==> src/rtl/bpnm_pkg.sv <==
// Package with the constants, codes and types of the palette nearest match block.
`default_nettype none

package bpnm_pkg;

    localparam int DEF_MAX_ENTRIES = 256;
    localparam int MAX_BANDS       = 32;

    localparam int DATA_W     = 32;
    localparam int SLOT_W     = 8;
    localparam int DIST_W     = 6;
    localparam int OUT_W      = 17;
    localparam int EC_W       = 9;
    localparam int BC_W       = 6;
    localparam int OFS_W      = 16;
    localparam int CFG_ADDR_W = 2;
    localparam int CFG_DATA_W = 16;
    localparam int S_TDATA_W  = 72;
    localparam int M_TDATA_W  = 24;

    localparam logic [EC_W-1:0]  ENTRY_COUNT_RESET  = EC_W'(2);
    localparam logic [BC_W-1:0]  BAND_COUNT_RESET   = BC_W'(1);
    localparam logic [OFS_W-1:0] INDEX_OFFSET_RESET = '0;

    localparam logic [DIST_W-1:0] DIST_NONE = '1;

    typedef enum logic {
        OP_LOAD  = 1'b0,
        OP_QUERY = 1'b1
    } op_t;

    typedef enum logic [CFG_ADDR_W-1:0] {
        CFG_ENTRY_COUNT  = 2'd0,
        CFG_BAND_COUNT   = 2'd1,
        CFG_INDEX_OFFSET = 2'd2,
        CFG_WIDE_OUTPUT  = 2'd3
    } cfg_addr_t;

    typedef struct packed {
        logic              valid;
        op_t               op;
        logic [SLOT_W-1:0] slot;
        logic [DATA_W-1:0] bits;
        logic [DIST_W-1:0] best_dist;
    } item_t;

endpackage

`default_nettype wire

==> src/rtl/bpnm_cell.sv <==
// One palette cell: holds one entry, stores loads aimed at it and updates the running best match.
`default_nettype none

module bpnm_cell #(
    parameter int MAX_ENTRIES = bpnm_pkg::DEF_MAX_ENTRIES,
    parameter int CELL_IDX    = 0,
    localparam int IDX_W      = $clog2(MAX_ENTRIES),
    localparam int LIM_W      = $clog2(MAX_ENTRIES + 1)
) (
    input  wire logic                        aclk,
    input  wire logic                        aresetn,
    input  wire logic                        en,
    input  wire logic [LIM_W-1:0]            entry_limit,
    input  wire logic [bpnm_pkg::DATA_W-1:0] band_mask,
    input  wire bpnm_pkg::item_t             item_in,
    input  wire logic [IDX_W-1:0]            idx_in,
    output bpnm_pkg::item_t                  item_out,
    output logic [IDX_W-1:0]                 idx_out
);
    import bpnm_pkg::*;

    logic [DATA_W-1:0] entry_reg;
    item_t             item_reg;
    logic [IDX_W-1:0]  idx_reg;
    item_t             item_next;
    logic [IDX_W-1:0]  idx_next;
    logic [DIST_W-1:0] cell_dist;
    logic              hit;
    logic              active;
    logic              better;

    always_comb begin
        hit       = item_in.valid && (item_in.op == OP_LOAD)
                    && (32'(item_in.slot) == 32'(CELL_IDX));
        active    = LIM_W'(CELL_IDX) < entry_limit;
        cell_dist = DIST_W'($countones((item_in.bits ^ entry_reg) & band_mask));
        better    = (item_in.op == OP_QUERY) && active && (cell_dist < item_in.best_dist);
        item_next = item_in;
        idx_next  = idx_in;
        if (better) begin
            item_next.best_dist = cell_dist;
            idx_next            = IDX_W'(CELL_IDX);
        end
    end

    always_ff @(posedge aclk) begin
        if (en && hit) begin
            entry_reg <= item_in.bits;
        end
    end

    always_ff @(posedge aclk) begin
        if (!aresetn) begin
            item_reg.valid <= 1'b0;
        end else if (en) begin
            item_reg <= item_next;
            idx_reg  <= idx_next;
        end
    end

    assign item_out = item_reg;
    assign idx_out  = idx_reg;

endmodule

`default_nettype wire

==> config.mk <==
export PLATFORM = sky130hd
export DESIGN_NAME = bpnm_cell
export DESIGN_NICKNAME = d
export VERILOG_FILES = /design/src/rtl/bpnm_pkg.sv /design/src/rtl/bpnm_cell.sv
export SDC_FILE = /design/constraint.sdc
export NUM_CORES = 1
export LEC_CHECK = 0
export ABC_CLOCK_PERIOD_IN_PS = 8700
export BUFFER_PORTS_ARGS = -buffer_cell sky130_fd_sc_hd__buf_2
export CAP_MARGIN = 5
export CELL_PAD_IN_SITES_DETAIL_PLACEMENT = 1
export CELL_PAD_IN_SITES_GLOBAL_PLACEMENT = 1
export CORE_MARGIN = 3
export CORE_UTILIZATION = 40
export CTS_BUF_LIST = sky130_fd_sc_hd__clkbuf_2
export DETAILED_ROUTE_END_ITERATION = 12
export MAX_ROUTING_LAYER = met4
export PLACE_DENSITY_LB_ADDON = 0.1
export SLEW_MARGIN = 10
export SYNTH_ARGS = -nofsm -noshare
export SYNTH_HDL_FRONTEND = slang
export SYNTH_SLANG_ARGS = --single-unit
==> constraint.sdc <==
create_clock -name aclk -period 8.7 [get_ports aclk]
set_input_delay 0.87 -clock aclk [delete_from_list [all_inputs] [get_ports aclk]]
set_output_delay 0.87 -clock aclk [all_outputs]
set_load 0.03 [all_outputs]
==> results_dict.tcl <==
set metrics [dict create \
    syn_nets 404 \
    initial_core_util 0.417 \
    die_area_um2 11600 \
    clk_pin_slew_ns 0.21 \
    die_h_um 108 \
    cp_top_family "adder cells" \
    cts_tree "built" \
    worstPathArrival_ns 6.80 \
    synthTopCellsByArea "edfxtp_1 63%, fa_1 12%, xor2_1 6.8%" \
    wl_per_cell_um 15.3 \
    hold_viol 0 \
    fin_crit_sh 0.749 \
    drc_errors 0 \
    n_fill_cell 1083 \
    crit_path_start_kind "primary input" \
    crit_chain "buf_2 > xor2_1 > nand2_1 > fa_1 > fa_1 > inv_1 > fa_1 > inv_1 > fa_1 > fa_1 > fa_1 > inv_1 > ha_1 > inv_1 > fa_1 > inv_1 > a21o_1 > a21oi_1 > xnor2_1 > ha_1 > nand2_1 > o311ai_4 > mux2_2" \
    final-setup-viol-count 0 \
    peakVddDrop_uv 116 \
    num_io_pins 156 \
    netlist_area_um2 4130 \
    r2r_slack_ns 2.19 \
    synth_top_family_by_area "adder cells" \
    cts_buffers 9 \
    synth_adder_area_share 0.153 \
    tns_ns 0 \
    cp-end-kind "register" \
    worstPathMaxFanout 15 \
    relSlewSlack 0.574 \
    insertion_delay_ns 0.53 \
    diodes 0 \
    fin_util 0.523 \
    cts-htree-levels 3 \
    synth_compound_area_frac 0.0209 \
    maxSlewViolCount 0 \
    grt_max_degree 35 \
    grt_pass1_wl_um 14000 \
    synthMuxAreaShare 0.0161 \
    hp-start "item_in[45]" \
    track_usage 0.165 \
    wl_um 8780 \
    cp_slowest_cell "o311ai_4" \
    synth_edf_count 87 \
    ys_ff_latch 88 \
    drt_iter0_drc 79 \
    synth_area_leader_cell "edfxtp_1" \
    ys_warn_count 0 \
    cts_resized 0 \
    crit_path_frequent_cell "fa_1" \
    routed_via_density 4.50 \
    layout-drive-gt1-share 0.410 \
    cts_post_setup_buffers_inserted 0 \
    worst_slew_pin_slew_ns 0.637 \
    cts.sinks 88 \
    powerDensity_nw_per_um2 267 \
    largest_register_ffs 48 \
    slowest_delay_ns 0.60 \
    whs_path_depth 1 \
    nets 571 \
    overflow 0 \
    fin_hold_ws_ns 0.520 \
    reg2reg_depth 22 \
    syn_area_per_cell_um2 15.4 \
    io_buffers 155 \
    outcome "finished clean" \
    num_rows 36 \
    area_delta_synth_final_pct 25.5 \
    cts_root_buffer "clkbuf_2" \
    seq_area_um2 2630 \
    synthSimpleGateAreaFrac 0.0645 \
    holdPathEnd "item_out[45]" \
    dpl.hpwl_um 7040 \
    multi_input_area_um2 1360 \
    antenna_found_initial 0 \
    yosysUniqueCellTypes 25 \
    worstSetupPathType "in -> reg" \
    reg2reg_from "entry_reg[23]" \
    yosysTopAreaCellShare 0.632 \
    synthArstFlopShare 0 \
    core_um2 9910 \
    grt_pass1_vias 2939 \
    finalClockSkew_ns 0.0293 \
    synth_ff_type "edfxtp_1" \
    max_freq_mhz 153 \
    required_ns 8.99 \
    holdBufCountCts 0 \
    antenna_left 0 \
    synth_xor_area_frac 0.0742 \
    path_buf_inv 6 \
    p_leak_nw 2.29 \
    final_common_cell "buf_2" \
    final_cell_mix "155 x buf_2, 87 x edfxtp_1, 35 x inv_1" \
    num_vias 2575 \
    firstDrtPassIters 4 \
    synthCells 268 \
    hold_path_class "in -> reg" \
    cts_max_path_buffers 2 \
    yosysSeqAreaShare 0.637 \
    rsz0062_at_grt "no" \
    maxCapViolCount 0 \
    place_congestion 0.721 \
    rr_endpoint "item_out[2]" \
    die_w_um 108 \
    min_period_ns 6.52 \
]
[worst reg2reg max path, stage by stage (launching register included)]
cell      delay [ns]
edfxtp_1        0.45
xor2_1          0.18
nand2_1         0.09
fa_1            0.53
fa_1            0.50
inv_1           0.06
fa_1            0.51
inv_1           0.05
fa_1            0.46
fa_1            0.52
fa_1            0.48
inv_1           0.07
ha_1            0.16
inv_1           0.05
fa_1            0.39
inv_1           0.07
a21o_1          0.10
a21oi_1         0.07
xnor2_1         0.16
ha_1            0.28
nand2_1         0.10
o311ai_4        0.60
mux2_2          0.40
[synthesized netlist by cell type (2+ instances only)]
cell and number:
edfxtp_1 87, inv_1 35, nand2_1 33, xor2_1 32
fa_1 24, and2_1 14, ha_1 12, mux2_2 5
a21oi_1 3, nor4_1 3, xnor2_1 3, a21o_1 2
nor2_1 2, o21ai_0 2
[through the flow]
step / total power, mW / instance area, um^2 / worst slack [ns] / cells
2_1_floorplan: 1.05 / 4130 / 2.18 / 268
3_3_place_gp: 1.18 / 5080 / 1.70 / 557
6_report: 1.38 / 5190 / 2.18 / 572
5_1_grt: 1.52 / 5190 / 1.74 / 572
3_5_place_dp: 1.22 / 5080 / 1.54 / 557
4_1_cts: 1.42 / 5190 / 2.08 / 572
[metal layers]
| metal | wire length [um] | track usage |
|---|---|---|
| met3 | 547 | 0.0384 |
| met1 | 3560 | 0.196 |
| met5 | 0 | - |
| met4 | 121 | 0.0577 |
| met2 | 4550 | 0.276 |
[final cells by class]
cell class | instances | share of cell area
Inverter | 35 | 0.0253
Clock buffer | 11 | 0.0106
Timing Repair Buffer | 157 | 0.152
Tap cell | 133 | 0.0321
Clock inverter | 4 | 0.00893
Multi-Input combinational cell | 144 | 0.263
Sequential cell | 88 | 0.508
[where the power goes]
part / switching (mW) / total, mW / internal [mW] / leakage [nW]
logic: 0.383 / 0.662 / 0.278 / 1.42
registers: 0.00803 / 0.525 / 0.517 / 0.806
clock network: 0.131 / 0.197 / 0.0658 / 0.0654
total: 0.522 / 1.38 / 0.861 / 2.29
[how the worst max path moves through the flow]
stage	end	depth (start not counted)	start
after floorplan	item_out[0]	23	item_in[23]
after global placement	item_out[4]	23	item_in[23]
after detailed placement	item_out[5]	23	item_in[23]
after CTS	item_out[2]	22	entry_reg[23]
after global routing	item_out[2]	22	entry_reg[25]
final	item_out[2]	23	item_in[23]
[cell families after synthesis]
group / after synthesis
and+or+nand+nor: 57
AOI/OAI and AO/OA: 10
muxes: 6
adders and majority gates: 36
DFF: 88
xor gates and xnor gates: 35
buffers and inverters: 36
Power figures use the tool's default switching activity.
