`src/rtl/bpnm_pkg.sv`:
```
// Package with the constants, codes and types of the palette nearest match block.
`default_nettype none

package bpnm_pkg;

    localparam int DEF_MAX_ENTRIES = 256;
    localparam int MAX_BANDS       = 32;

    localparam int DATA_W     = 32;
    localparam int SLOT_W     = 8;
    localparam int DIST_W     = 6;
    localparam int OUT_W      = 17;
    localparam int EC_W       = 9;
    localparam int BC_W       = 6;
    localparam int OFS_W      = 16;
    localparam int CFG_ADDR_W = 2;
    localparam int CFG_DATA_W = 16;
    localparam int S_TDATA_W  = 72;
    localparam int M_TDATA_W  = 24;

    localparam logic [EC_W-1:0]  ENTRY_COUNT_RESET  = EC_W'(2);
    localparam logic [BC_W-1:0]  BAND_COUNT_RESET   = BC_W'(1);
    localparam logic [OFS_W-1:0] INDEX_OFFSET_RESET = '0;

    localparam logic [DIST_W-1:0] DIST_NONE = '1;

    typedef enum logic {
        OP_LOAD  = 1'b0,
        OP_QUERY = 1'b1
    } op_t;

    typedef enum logic [CFG_ADDR_W-1:0] {
        CFG_ENTRY_COUNT  = 2'd0,
        CFG_BAND_COUNT   = 2'd1,
        CFG_INDEX_OFFSET = 2'd2,
        CFG_WIDE_OUTPUT  = 2'd3
    } cfg_addr_t;

    typedef struct packed {
        logic              valid;
        op_t               op;
        logic [SLOT_W-1:0] slot;
        logic [DATA_W-1:0] bits;
        logic [DIST_W-1:0] best_dist;
    } item_t;

endpackage

`default_nettype wire

```
`src/rtl/bpnm_result.sv`:
```
// Output stage: adds the offset to the winning index, wraps it and holds the result transaction.
`default_nettype none

module bpnm_result #(
    parameter int MAX_ENTRIES = bpnm_pkg::DEF_MAX_ENTRIES,
    localparam int IDX_W      = $clog2(MAX_ENTRIES)
) (
    input  wire logic                           aclk,
    input  wire logic                           aresetn,
    input  wire bpnm_pkg::item_t                item_in,
    input  wire logic [IDX_W-1:0]               idx_in,
    input  wire logic [bpnm_pkg::OFS_W-1:0]     index_offset,
    input  wire logic                           wide_output,
    input  wire logic                           m_tready,
    output logic                                m_tvalid,
    output logic [bpnm_pkg::M_TDATA_W-1:0]      m_tdata,
    output logic                                en
);
    import bpnm_pkg::*;

    logic                 valid_reg;
    logic [M_TDATA_W-1:0] tdata_reg;
    logic [OFS_W-1:0]     sum;
    logic [OUT_W-1:0]     color;

    always_comb begin
        sum   = index_offset + OFS_W'(idx_in);
        color = wide_output ? {sum[OFS_W-1], sum} : OUT_W'(sum[7:0]);
        en    = !valid_reg || m_tready;
    end

    always_ff @(posedge aclk) begin
        if (!aresetn) begin
            valid_reg <= 1'b0;
        end else if (en) begin
            valid_reg <= item_in.valid && (item_in.op == OP_QUERY);
            tdata_reg <= M_TDATA_W'(color);
        end
    end

    assign m_tvalid = valid_reg;
    assign m_tdata  = tdata_reg;

endmodule

`default_nettype wire

```
`config.mk`:
```
export PLATFORM = sky130hd
export DESIGN_NAME = bpnm_result
export DESIGN_NICKNAME = d
export VERILOG_FILES = /design/src/rtl/bpnm_pkg.sv /design/src/rtl/bpnm_result.sv
export SDC_FILE = /design/constraint.sdc
export NUM_CORES = 1
export LEC_CHECK = 0
export ABC_AREA = 1
export BUFFER_PORTS_ARGS = -buffer_cell sky130_fd_sc_hd__buf_2
export CAP_MARGIN = 15
export CORE_MARGIN = 2
export CORE_UTILIZATION = 36
export CTS_CLUSTER_SIZE = 30
export DETAILED_ROUTE_END_ITERATION = 10
export HOLD_SLACK_MARGIN = 0.06
export PLACE_DENSITY_LB_ADDON = 0.3
export SYNTH_ARGS = -nofsm -noshare
export SYNTH_HDL_FRONTEND = slang
export SYNTH_SLANG_ARGS = --single-unit
```
`constraint.sdc`:
```
create_clock -name aclk -period 1.4 [get_ports aclk]
set_input_delay 0.14 -clock aclk [delete_from_list [all_inputs] [get_ports aclk]]
set_output_delay 0.14 -clock aclk [all_outputs]
set_load 0.05 [all_outputs]
```
==> qor.txt, run 1 <==
outcome = complete, no violations
post-place setup slack = -0.144 ns
sequential power share = 0.417
Adder-Cell Fraction of Synth Area = 0.0931
period utilization = 0.888
total design power = 1.51 mW
register bit total from synthesis = 17
Ys Warns = 0
DRC = 0
row count = 21
clk buf depth = 2
Worst Min Path Start = item_in[46]
clock skew = 0.00316 ns
Netlist Area Pre-Place = 0.00129 mm2
Int Pwr = 0.927 mW
leakage power = 0.899 nW
clock share of power = 0.174
I/O Pins = 102
critical path's top delay family = adder cells
Nets = 324
worst skew pair latency = 0.29 ns
combinational share of power = 0.409
GRT Residual Overflow = 0
hold endpoint = m_tvalid
cts bufs inserted = 3
# setup viols final = 0
placed insts = 280
total core area = 0.00339 mm2
clock sinks = 17
min cycle time layout = 1.24 ns
drt initial violations = 51
pwr/cell area = 876 mW/mm2
Detail Placement HPWL = 2300 um
Sw Pwr = 0.586 mW
worst path bufs/invs = 3
RR Endpoint = m_tdata[11]
drt first pass iters = 4
Placed Area = 0.00170 mm2
xor and xnor area share after synthesis = 0.0407
Max-cap violations = 0
multiplexer area fraction after synthesis = 0
routability cong. = 0.841
hold crit path type = in2reg
setup_tns = 0 ns
CP Capture Type = flip-flop
Yosys cell types = 19
Routed wire per std cell = 9.50 um
global-route wire length before repair = 4750 um
Critical Path AT = 1.29 ns
non-filler cells, final = 284
Slew Viols, Final = 0
sequential share of the synthesized area = 0.388
Worst Setup Start Kind = input port
share of synthesized cell area in and, or, nand and nor gates = 0.319
most frequent cell on the critical path = nand2_1
largest family of logic cells by synthesized area = simple AND/OR/NAND/NOR gates
Clock Pin Slew Worst Setup and Hold Paths = 0.10 ns
critical path type = in2reg
fin area = 0.00173 mm2
R2R setup slack = 0.36 ns
crit path max fanout = 4
Avg Cell Area, Syn = 7.41 um2
crit-path max cell delay = 0.33 ns
Max stage delay cell, worst path = ha_1
Layout fillers = 342
Final WS setup = 0.157 ns
Max Fclk = 0.804 GHz
drt total wl = 2700 um
Syn-to-layout area delta = 33.9%
Hold Crit Depth = 3
R2R depth = 2
Chip Height = 63.9 um
layout cells sized above 1 = 0.311
Worst Path Required = 1.45 ns
H-tree Lvls = 1
GR Util All Layers = 0.149
via count = 1,239
vias per std cell = 4.36
largest net degree at the start of global routing = 17
final hold viol count = 0
Die ar. = 0.00408 mm2
ANT nets after route = 0
port bufs = 48
Root Buffer = clkbuf_4
Starting Density = 0.381
initial antenna violation count = 0
crit-path cells = buf_2, ha_1, nand2_1, inv_1, a21oi_1, nand2_1, buf_4, xor2_1
Cells after Synth = 174
Die Wd = 63.9 um
vias in the first global route = 1,187
Synth Area in Compound Gates = 0.0446
VDD IR-drop max = 0.270 mV
switch share = 0.388
r2r startpoint = m_tvalid
CTS tree = built
antenna fix cells = 0
RSZ-0062 raised after global routing = false
[worst max path at each step]
stage	cells past startpoint	start	endpoint	slack (ns)
CTS	9	idx_in[0]	m_tdata[8]	0.17
detailed placement	9	idx_in[0]	m_tdata[8]	-0.14
global placement	8	idx_in[7]	m_tdata[14]	-0.13
finish	8	idx_in[5]	m_tdata[7]	0.16
floorplan	2	m_tvalid	m_tvalid	-0.02
global route	9	idx_in[5]	m_tdata[15]	0.02
[worst register-to-register path: stages, from the launching register on]
cell and delay [ns]:
dfxtp_1 0.35, a21oi_4 0.14, buf_4 0.24
[what timing repair did]
item                                    4_1_cts  5_1_grt
hold buffers                                  0        0
endpoints found under the setup margin        0        1
gates resized for setup                       0        1
setup buffers                                 0        0
[per-layer routing]
layer | vias up | share of wire | GRT usage | wire [um]
li1 | 672 | - | - | -
met5 | - | 0 | 0 | 0
met3 | 4 | 0.035 | 0.0246 | 94
met4 | 0 | 0.020 | 0.0734 | 53
met1 | 537 | 0.46 | 0.176 | 1230
met2 | 26 | 0.49 | 0.260 | 1320
[cell type report]
cell class / instances / area [um2] / area share
Inverter: 21 / 78.8 / 0.0457
Clock buffer: 4 / 26.3 / 0.0152
Sequential cell: 17 / 500 / 0.290
Timing Repair Buffer: 63 / 353 / 0.204
Tap cell: 46 / 57.6 / 0.0333
Multi-Input combinational cell: 133 / 711 / 0.412
[cell families (layout without fill, tap and decap cells)]
family | count (synthesis) | in the layout
compound gates | 11 | 11
xor+xnor | 6 | 6
fa+ha+maj | 9 | 9
buf+inv | 30 | 88
flops | 17 | 17
other cells | 1 | 7
simple gates | 100 | 100
[power groups by stage]
stage	registers [mW]	clock network, mW	logic (mW)
final	0.631	0.264	0.619
after global routing	0.635	0.303	0.676
after CTS	0.631	0.274	0.621
after detailed placement	0.643	0	0.619
after global placement	0.642	0	0.617
after floorplan	0.815	0	0.272
[layout by cell type, fill, tap and decap left out, drive strengths merged]
master	netlist	routed
nand3	17	17
dfxtp	1	1
nand2	54	54
clkbuf	0	4
edfxtp	16	16
o21ai	1	1
fa	1	1
a21oi	9	9
conb	1	7
nand4	2	2
inv	21	21
xor2	6	6
or2	1	1
and2	2	2
buf	9	63
o21bai	1	1
ha	8	8
nor2	24	24
[per-stage QoR]
stage	hold slack, ns	utilization
finish	0.0812	0.509
global route	0.115	0.509
CTS	0.0709	0.509
detailed placement	0.390	0.501
global placement	0.392	0.501
floorplan	0.280	-
[synth_stat cells, drive strengths merged]
cell	n	area, um2
nand2	54	205
nor2	24	90.1
inv	21	78.8
nand3	17	85.1
edfxtp	16	480
a21oi	9	45.0
buf	9	65.1
ha	8	100
xor2	6	52.6
and2	2	12.5
nand4	2	12.5
conb	1	3.75
dfxtp	1	20.0
fa	1	20.0
o21ai	1	5.00
o21bai	1	7.51
or2	1	6.26
[state kept, by name, indices dropped and copies added (netlist names)]
| name | cells |
|---|---|
| m_tdata | 16 |
| m_tvalid | 1 |
(Power assumes the default switching activity.)
==> run 2: changes to the inputs <==
Settings changed: CORE_UTILIZATION 36 to 37, CTS_BUF_LIST set to sky130_fd_sc_hd__clkbuf_4.
==> qor.txt, run 2 (synthesis gave the netlist of run 1 again) <==
outcome = complete, no violations
# setup viols final = 0
RR Endpoint = m_tdata[15]
Max stage delay cell, worst path = ha_1
port bufs = 48
RSZ-0062 raised after global routing = false
Hold Crit Depth = 3
hold crit path type = in2reg
worst skew pair latency = 0.29 ns
Detail Placement HPWL = 2220 um
crit-path max cell delay = 0.35 ns
drt first pass iters = 4
total core area = 0.00334 mm2
routability cong. = 0.853
clock sinks = 17
post-CTS sizing = 0
antenna fix cells = 0
crit-path cells = buf_2, ha_1, nand2_1, inv_1, a21oi_1, nand2_1, buf_4, xor2_1
drt initial violations = 57
Chip Height = 63.0 um
Worst Setup Start Kind = input port
DRC = 0
global-route wire length before repair = 4540 um
Worst Min Path Start = item_in[46]
I/O Pins = 102
initial antenna violation count = 0
CTS tree = built
hold endpoint = m_tvalid
R2R setup slack = 0.37 ns
min cycle time layout = 1.27 ns
R2R depth = 2
GRT Residual Overflow = 0
placed insts = 279
clk buf depth = 2
period utilization = 0.909
leakage power = 0.897 nW
Routed wire per std cell = 9.23 um
Starting Density = 0.387
Worst Path Required = 1.44 ns
cts bufs inserted = 3
Max Fclk = 0.786 GHz
Nets = 323
setup_tns = 0 ns
Slew Viols, Final = 0
leading cell type in the layout, fill and taps excluded = nand2_1
drt total wl = 2610 um
critical path type = in2reg
Critical Path AT = 1.32 ns
H-tree Lvls = 1
max reg flops = 16
CP Capture Type = flip-flop
VDD IR-drop max = 0.301 mV
Root Buffer = clkbuf_4
Post-CTS Setup Bufs = 0
Max-cap violations = 0
GR Util All Layers = 0.142
vias per std cell = 4.37
row count = 21
r2r startpoint = m_tvalid
via count = 1,236
clock skew = 0.00270 ns
final hold viol count = 0
Die ar. = 0.00397 mm2
non-filler cells, final = 283
Clock Pin Slew Worst Setup and Hold Paths = 0.10 ns
Die Wd = 63.0 um
crit path max fanout = 4
ANT nets after route = 0
vias in the first global route = 1,120
layout cells sized above 1 = 0.308
largest net degree at the start of global routing = 17
hold buffers post-CTS = 0
most frequent cells in the layout = nand2_1, buf_2, nor2_1, inv_1, edfxtp_1
Syn-to-layout area delta = 33.4%
most frequent cell on the critical path = nand2_1
pwr/cell area = 891 mW/mm2
[run 2: cell count changes in the layout (fill, tap and decap cells not counted)]
cell and change:
buf_4 -1, clkbuf_1 -1, clkbuf_4 +1, nor2_1 +1
nor2_2 -1
[run 2: worst max-delay path by stage]
| stage | from | endpoint | slack, ns | depth (start not counted) |
|---|---|---|---|---|
| 4_1_cts | idx_in[5] | m_tdata[7] | 0.16 | 8 |
| 2_1_floorplan | m_tvalid | m_tvalid | -0.02 | 2 |
| 5_1_grt | idx_in[6] | m_tdata[13] | 0.01 | 9 |
| 3_5_place_dp | idx_in[5] | m_tdata[15] | -0.15 | 9 |
| 3_3_place_gp | idx_in[5] | m_tdata[15] | -0.15 | 9 |
| 6_report | idx_in[5] | m_tdata[7] | 0.13 | 8 |
[run 2: layout make-up]
cell class	instances	area, um2
Clock buffer	4	30.0
Fill cell	345	1620
Inverter	21	78.8
Multi-Input combinational cell	133	708
Sequential cell	17	500
Tap cell	46	57.6
Timing Repair Buffer	62	345
[run 2: power by group]
group	switching (mW)	leakage [nW]	internal, mW	total, mW
clock	0.157	0.0184	0.130	0.287
combinational	0.422	0.712	0.194	0.616
sequential	0.0101	0.167	0.620	0.630
total	0.588	0.897	0.944	1.53
[run 2: worst max-delay path, delay by kind of cell]
family	cells	cell delay [ns]
AO/OA/AOI/OAI	1	0.14
XOR/XNOR	1	0.15
adder cells (fa/ha/maj)	1	0.35
buffers and inverters	3	0.30
AND/OR/NAND/NOR	2	0.23
[run 2: routing by layer]
metal | vias to the layer above | global-route usage | share of wire
met5 | - | 0 | 0
met4 | 0 | 0.0528 | 0.015
met3 | 4 | 0.0216 | 0.047
met2 | 34 | 0.237 | 0.47
met1 | 526 | 0.185 | 0.47
li1 | 672 | - | -
[run 2: metrics by stage]
stage	utilization	hold WS [ns]	setup WS, ns	power, mW	instance area [um2]
final	0.516	0.0803	0.128	1.53	1720
after global routing	0.516	0.0932	0.0114	1.62	1720
after CTS	0.516	0.0845	0.160	1.54	1720
after detailed placement	0.507	0.400	-0.150	1.26	1690
after global placement	0.507	0.394	-0.146	1.26	1690
after floorplan	-	0.280	-0.0179	1.09	1350
